File: src/hw/rtl/lrc_div_cell.sv
// One restoring-division step: develops one quotient bit per cycle while en_i is high.
module lrc_div_cell #(
  parameter int W  = 16,
  parameter int QW = 32
) (
  input  logic          clk_i,
  input  logic          en_i,
  input  logic [W-1:0]  rem_i,
  input  logic [QW-1:0] dq_i,
  input  logic [W-1:0]  den_i,
  input  logic          neg_i,
  output logic [W-1:0]  rem_o,
  output logic [QW-1:0] dq_o,
  output logic [W-1:0]  den_o,
  output logic          neg_o
);
  logic [W:0]    trial;
  logic          ge;
  logic [W:0]    diff;
  logic [W-1:0]  rem_d;
  logic [QW-1:0] dq_d;

  always_comb begin
    trial = {rem_i, dq_i[QW-1]};
    ge    = trial >= {1'b0, den_i};
    diff  = trial - {1'b0, den_i};
    rem_d = ge ? diff[W-1:0] : trial[W-1:0];
    dq_d  = {dq_i[QW-2:0], ge};
  end

  always_ff @(posedge clk_i) begin
    if (en_i) begin
      rem_o <= rem_d;
      dq_o  <= dq_d;
      den_o <= den_i;
      neg_o <= neg_i;
    end
  end
endmodule

File: src/hw/rtl/lrc_div_chain.sv
// Row of division cells: unsigned magnitude quotient, one bit per cell.
module lrc_div_chain #(
  parameter int W  = 16,
  parameter int QW = 32
) (
  input  logic          clk_i,
  input  logic          en_i,
  input  logic [QW-1:0] num_i,
  input  logic [W-1:0]  den_i,
  input  logic          neg_i,
  output logic [QW-1:0] quot_o,
  output logic          neg_o
);
  logic [W-1:0]  rem [QW+1];
  logic [QW-1:0] dq  [QW+1];
  logic [W-1:0]  den [QW+1];
  logic          neg [QW+1];

  assign rem[0] = '0;
  assign dq[0]  = num_i;
  assign den[0] = den_i;
  assign neg[0] = neg_i;

  for (genvar i = 0; i < QW; i++) begin : g_cell
    lrc_div_cell #(.W(W), .QW(QW)) u_cell (
      .clk_i (clk_i),
      .en_i  (en_i),
      .rem_i (rem[i]),
      .dq_i  (dq[i]),
      .den_i (den[i]),
      .neg_i (neg[i]),
      .rem_o (rem[i+1]),
      .dq_o  (dq[i+1]),
      .den_o (den[i+1]),
      .neg_o (neg[i+1])
    );
  end

  assign quot_o = dq[QW];
  assign neg_o  = neg[QW];
endmodule

File: config.mk
export PLATFORM = sky130hd
export DESIGN_NAME = lrc_div_chain
export DESIGN_NICKNAME = d
export VERILOG_FILES = /design/src/hw/rtl/lrc_div_cell.sv /design/src/hw/rtl/lrc_div_chain.sv
export SDC_FILE = /design/constraint.sdc
export NUM_CORES = 2
export LEC_CHECK = 0
export ABC_CLOCK_PERIOD_IN_PS = 4650
export BUFFER_PORTS_ARGS = -buffer_cell sky130_fd_sc_hd__clkbuf_2
export CAP_MARGIN = 20
export CORE_MARGIN = 2
export CORE_UTILIZATION = 55
export CTS_BUF_LIST = sky130_fd_sc_hd__clkbuf_4 sky130_fd_sc_hd__clkbuf_8 sky130_fd_sc_hd__clkbuf_16
export CTS_CLUSTER_SIZE = 20
export DETAILED_ROUTE_END_ITERATION = 12
export PLACE_DENSITY_LB_ADDON = 0.3
export REMOVE_ABC_BUFFERS = 1
export SYNTH_ARGS = -nofsm -noshare
export SYNTH_HDL_FRONTEND = slang
export SYNTH_SLANG_ARGS = --single-unit
File: constraint.sdc
create_clock -name clk_i -period 4.65 [get_ports clk_i]
set_input_delay 0.93 -clock clk_i [delete_from_list [all_inputs] [get_ports clk_i]]
set_output_delay 0.93 -clock clk_i [all_outputs]
set_load 0.02 [all_outputs]
==> flow_summary_export.csv <==
group,metric,value,unit
critical_path,startpoint,"g_cell[18].u_cell.den_o[1]",
sta,fin_ws,676,ps
logic_synthesis,async_flop_share,0,%
critical_path,end_kind,"flop",
floorplan,fp.dieH,410,um
drt,drt-total-wl,154000,um
power_and_ir_drop,p_comb_share,32.9,%
critical_path,crit_arrival,4550,ps
grt,antenna_found_initial,4,
layout,most-common-layout-cells,"edfxtp_1 (2048), inv_1 (638), ha_1 (498), a21oi_1 (291), mux2_2 (285)",
place,dp_cells,8358,
critical_path,critPathTopFamily,"compound AO/OA/AOI/OAI gates",
grt,grt_max_degree,111,
power_and_ir_drop,switching_power,19.9,mW
grt,grt_pass1_wl,248000,um
logic_synthesis,synth_fa_ha_area_share,7.54,%
worst_hold_path,worstHoldStart,"num_i[1]",
clock_network,clock-sinks,2048,
outcome,status,"finished, final reports clean",
layout,final_common_cell,"edfxtp_1",
floorplan,rows,148,
drt,dr.pass1.iters,5,
logic_synthesis,synth_cells,6114,
floorplan,dieArea,0.168,sq mm
critical_path,cp_cell_sequence,"inv_1 -> ha_1 -> nor2b_1 -> o21a_1 -> o21ai_0 -> a21oi_1 -> a21o_1 -> a31oi_1 -> o41ai_1 -> a41oi_2 -> buf_4 -> mux2_2",
clock_network,ctsResizeCount,0,
power_and_ir_drop,leakage,39.2,nW
sta,finalCritPeriodShare,85.5,%
logic_synthesis,synth-xor-area-share,3.51,%
grt,gr-total-overflow,0,
power_and_ir_drop,pwr-share-seq,41.0,%
critical_path,cp_num_cells,12,
worst_hold_path,holdPathStages,1,
logic_synthesis,synth_top_family_by_area,"compound AO/OA/AOI/OAI gates",
sta,hold_viol_final,0,
drt,drt_drc_violations_left,0,
clock_network,htree_levels,4,
power_and_ir_drop,p_clk_share,26.2,%
power_and_ir_drop,switching_share,30.4,%
drt,viasPerCell,5.46,
floorplan,pin_count,84,
sta,rsz0062_at_grt,"no",
critical_path,path_max_fanout,11,
power_and_ir_drop,finalPower,65.5,mW
layout,drive_gt1_share,13.4,%
logic_synthesis,syn-cell-area,0.0905,sq mm
floorplan,die_x,410,um
clock_network,cts_made_buffers,206,
sta,max_slew_margin,29.5,%
run,drv_cap,0,
critical_path,start_kind,"flop",
clock_network,cts-hold-fix-buffers,0,
logic_synthesis,synth_edf_count,2048,
layout,nNetsFinal,6971,
critical_path,path_buf_inv,2,
place,portBuffers,83,
clock_network,clk_latency,830,ps
floorplan,start_util,55.5,%
sta,drv_slew,0,
drt,drt-initial-drc-count,3270,
floorplan,core-area,0.163,sq mm
clock_network,root_buffer,"clkbuf_16",
layout,final_cells,8736,
clock_network,max-clock-path-buffers,3,
critical_path,path_class,"reg2reg",
sta,post-route-min-period,3970,ps
power_and_ir_drop,power_density,647,mW/mm^2
sta,worst_pin_slew,1060,ps
place,place_ws,824,ps
power_and_ir_drop,irDropWorstVdd,0.470,mV
layout,areaGrowthSynthToFinish,11.8,%
critical_path,cp_slowest_cell,"edfxtp_1",
drt,postRouteAntennaNets,0,
logic_synthesis,ys_warn_count,0,
logic_synthesis,synthFlopType,"edfxtp_1",
critical_path,crit-reg2reg-launch,"g_cell[18].u_cell.den_o[1]",
sta,setup_viol,0,
logic_synthesis,seq_area_frac_synth,67.9,%
sta,timing.fmax,252,MHz
logic_synthesis,muxShareOfSynthArea,4.50,%
place,globalplace.congestion,0.919,
power_and_ir_drop,intPower,45.5,mW
logic_synthesis,synth-compound-area-share,7.90,%
worst_hold_path,hp-class,"in2reg",
grt,first_global_vias,48100,
clock_network,cts_tree,"done",
critical_path,critPathMaxStageDelay,570,ps
logic_synthesis,avgSynthCellArea,14.8,sq um
clock_network,cts_setup_buffers,0,
drt,wire_per_inst,17.6,um
drt,vias,47700,
logic_synthesis,yosys.area_share.simple,5.35,%
logic_synthesis,synth_seq_cells,2048,
layout,n_antenna_cell,0,
critical_path,r2r_cells,12,
clock_network,clk_pin_slew,60,ps
logic_synthesis,synth.distinct_cells,82,
place,dp_hpwl,106000,um
critical_path,required,5220,ps
sta,skew,34.2,ps
sta,finalSetupTns,0,ps
grt,track_usage,18.3,%
[cell usage after synthesis, types with 8 or more instances]
| cell type | count | area share (%) |
|---|---|---|
| edfxtp_1 | 2048 | 68 |
| inv_1 | 638 | 2.6 |
| ha_1 | 498 | 6.9 |
| a21oi_1 | 291 | 1.6 |
| mux2_2 | 285 | 3.5 |
| o21ai_0 | 266 | 1.5 |
| nor2_1 | 258 | 1.1 |
| xnor2_1 | 242 | 2.3 |
| nand2_1 | 228 | 0.95 |
| a21o_1 | 128 | 1.1 |
| xor2_1 | 121 | 1.2 |
| o21a_1 | 83 | 0.69 |
| nor3_1 | 79 | 0.44 |
| nor2b_1 | 75 | 0.52 |
| nand2b_1 | 71 | 0.49 |
| mux2i_1 | 70 | 0.77 |
| nand4_1 | 59 | 0.41 |
| nand3_1 | 55 | 0.30 |
| buf_4 | 39 | 0.32 |
| clkbuf_1 | 36 | 0.15 |
| a31oi_1 | 34 | 0.23 |
| fa_1 | 30 | 0.66 |
| a211oi_1 | 27 | 0.22 |
| a21boi_0 | 27 | 0.22 |
| or3_1 | 27 | 0.19 |
| and3_1 | 26 | 0.18 |
| o211ai_1 | 26 | 0.22 |
| o31a_1 | 25 | 0.24 |
| or2_2 | 25 | 0.17 |
| o31ai_1 | 21 | 0.17 |
| and4_1 | 20 | 0.19 |
| a211o_1 | 18 | 0.17 |
| nor4_1 | 18 | 0.12 |
| o21bai_1 | 17 | 0.14 |
| a31o_2 | 16 | 0.15 |
| and2_1 | 16 | 0.11 |
| buf_2 | 15 | 0.083 |
| a311oi_1 | 11 | 0.11 |
| mux2_4 | 10 | 0.17 |
| o41ai_1 | 9 | 0.087 |
| a2111o_1 | 8 | 0.099 |
| o21ai_1 | 8 | 0.044 |
[routing by layer]
layer / part of all wire, % / vias to the layer above / track usage (%) / wire length [um]
li1: - / 23400 / - / -
met1: 44 / 23100 / 24.4 / 68200
met2: 49 / 962 / 30.6 / 74600
met3: 4.4 / 296 / 3.19 / 6700
met4: 2.7 / 0 / 6.17 / 4140
met5: 0 / - / 0 / 0
[cell type report]
type	count	area, sq um
Clock inverter	141	1750
Timing Repair Buffer	164	1350
Sequential cell	2048	61500
Clock buffer	236	5400
Fill cell	11900	61900
Multi-Input combinational cell	3332	26100
Inverter	640	2400
Tap cell	2175	2720
[kinds of logic after synthesis]
family          count (synthesis)
flops                        2048
compound gates               1098
simple gates                  977
buf+inv                       734
fa+ha+maj                     528
mux                           366
xor+xnor                      363
[final timing paths]
| path | slack, ps | endpoint |
|---|---|---|
| hold reg to reg | 380 | g_cell[9].u_cell.dq_o[18] |
| setup reg to reg | 680 | g_cell[19].u_cell.rem_o[3] |
| setup / recovery | 680 | g_cell[19].u_cell.rem_o[3] |
| hold / removal | 270 | g_cell[0].u_cell.dq_o[2] |
[power by group through the flow]
| stage | Combinational (mW) | Clock (mW) | Sequential [mW] |
|---|---|---|---|
| after global placement | 20.7 | 0 | 27.2 |
| after CTS | 21.4 | 17.6 | 26.8 |
| after floorplan | 16.8 | 0 | 26.3 |
| after detailed placement | 21.2 | 0 | 27.2 |
| after global routing | 23.9 | 18.3 | 27.2 |
| final | 21.5 | 17.1 | 26.8 |
[worst reg2reg max path, stage by stage (launching register included)]
cell and delay, ps:
edfxtp_1 570, inv_1 100, ha_1 320, nor2b_1 130
o21a_1 180, o21ai_0 260, a21oi_1 180, a21o_1 250
a31oi_1 360, o41ai_1 210, a41oi_2 480, buf_4 310
mux2_2 380
[per-stage QoR]
stage	hold slack, ps	utilization [%]	instance area, sq um
6_report	267	62.1	101000
5_1_grt	201	62.1	101000
4_1_cts	186	62.0	101000
3_5_place_dp	405	57.7	94100
3_3_place_gp	400	57.7	94100
2_1_floorplan	400	-	90000
[registers in the layout, indices dropped and copies added, names as in the netlist]
register and flops:
g_cell.u_cell.dq_o 1024, g_cell.u_cell.den_o 496, g_cell.u_cell.rem_o 496, g_cell.u_cell.neg_o 32
Note: power is estimated with default switching activity, not from simulation.
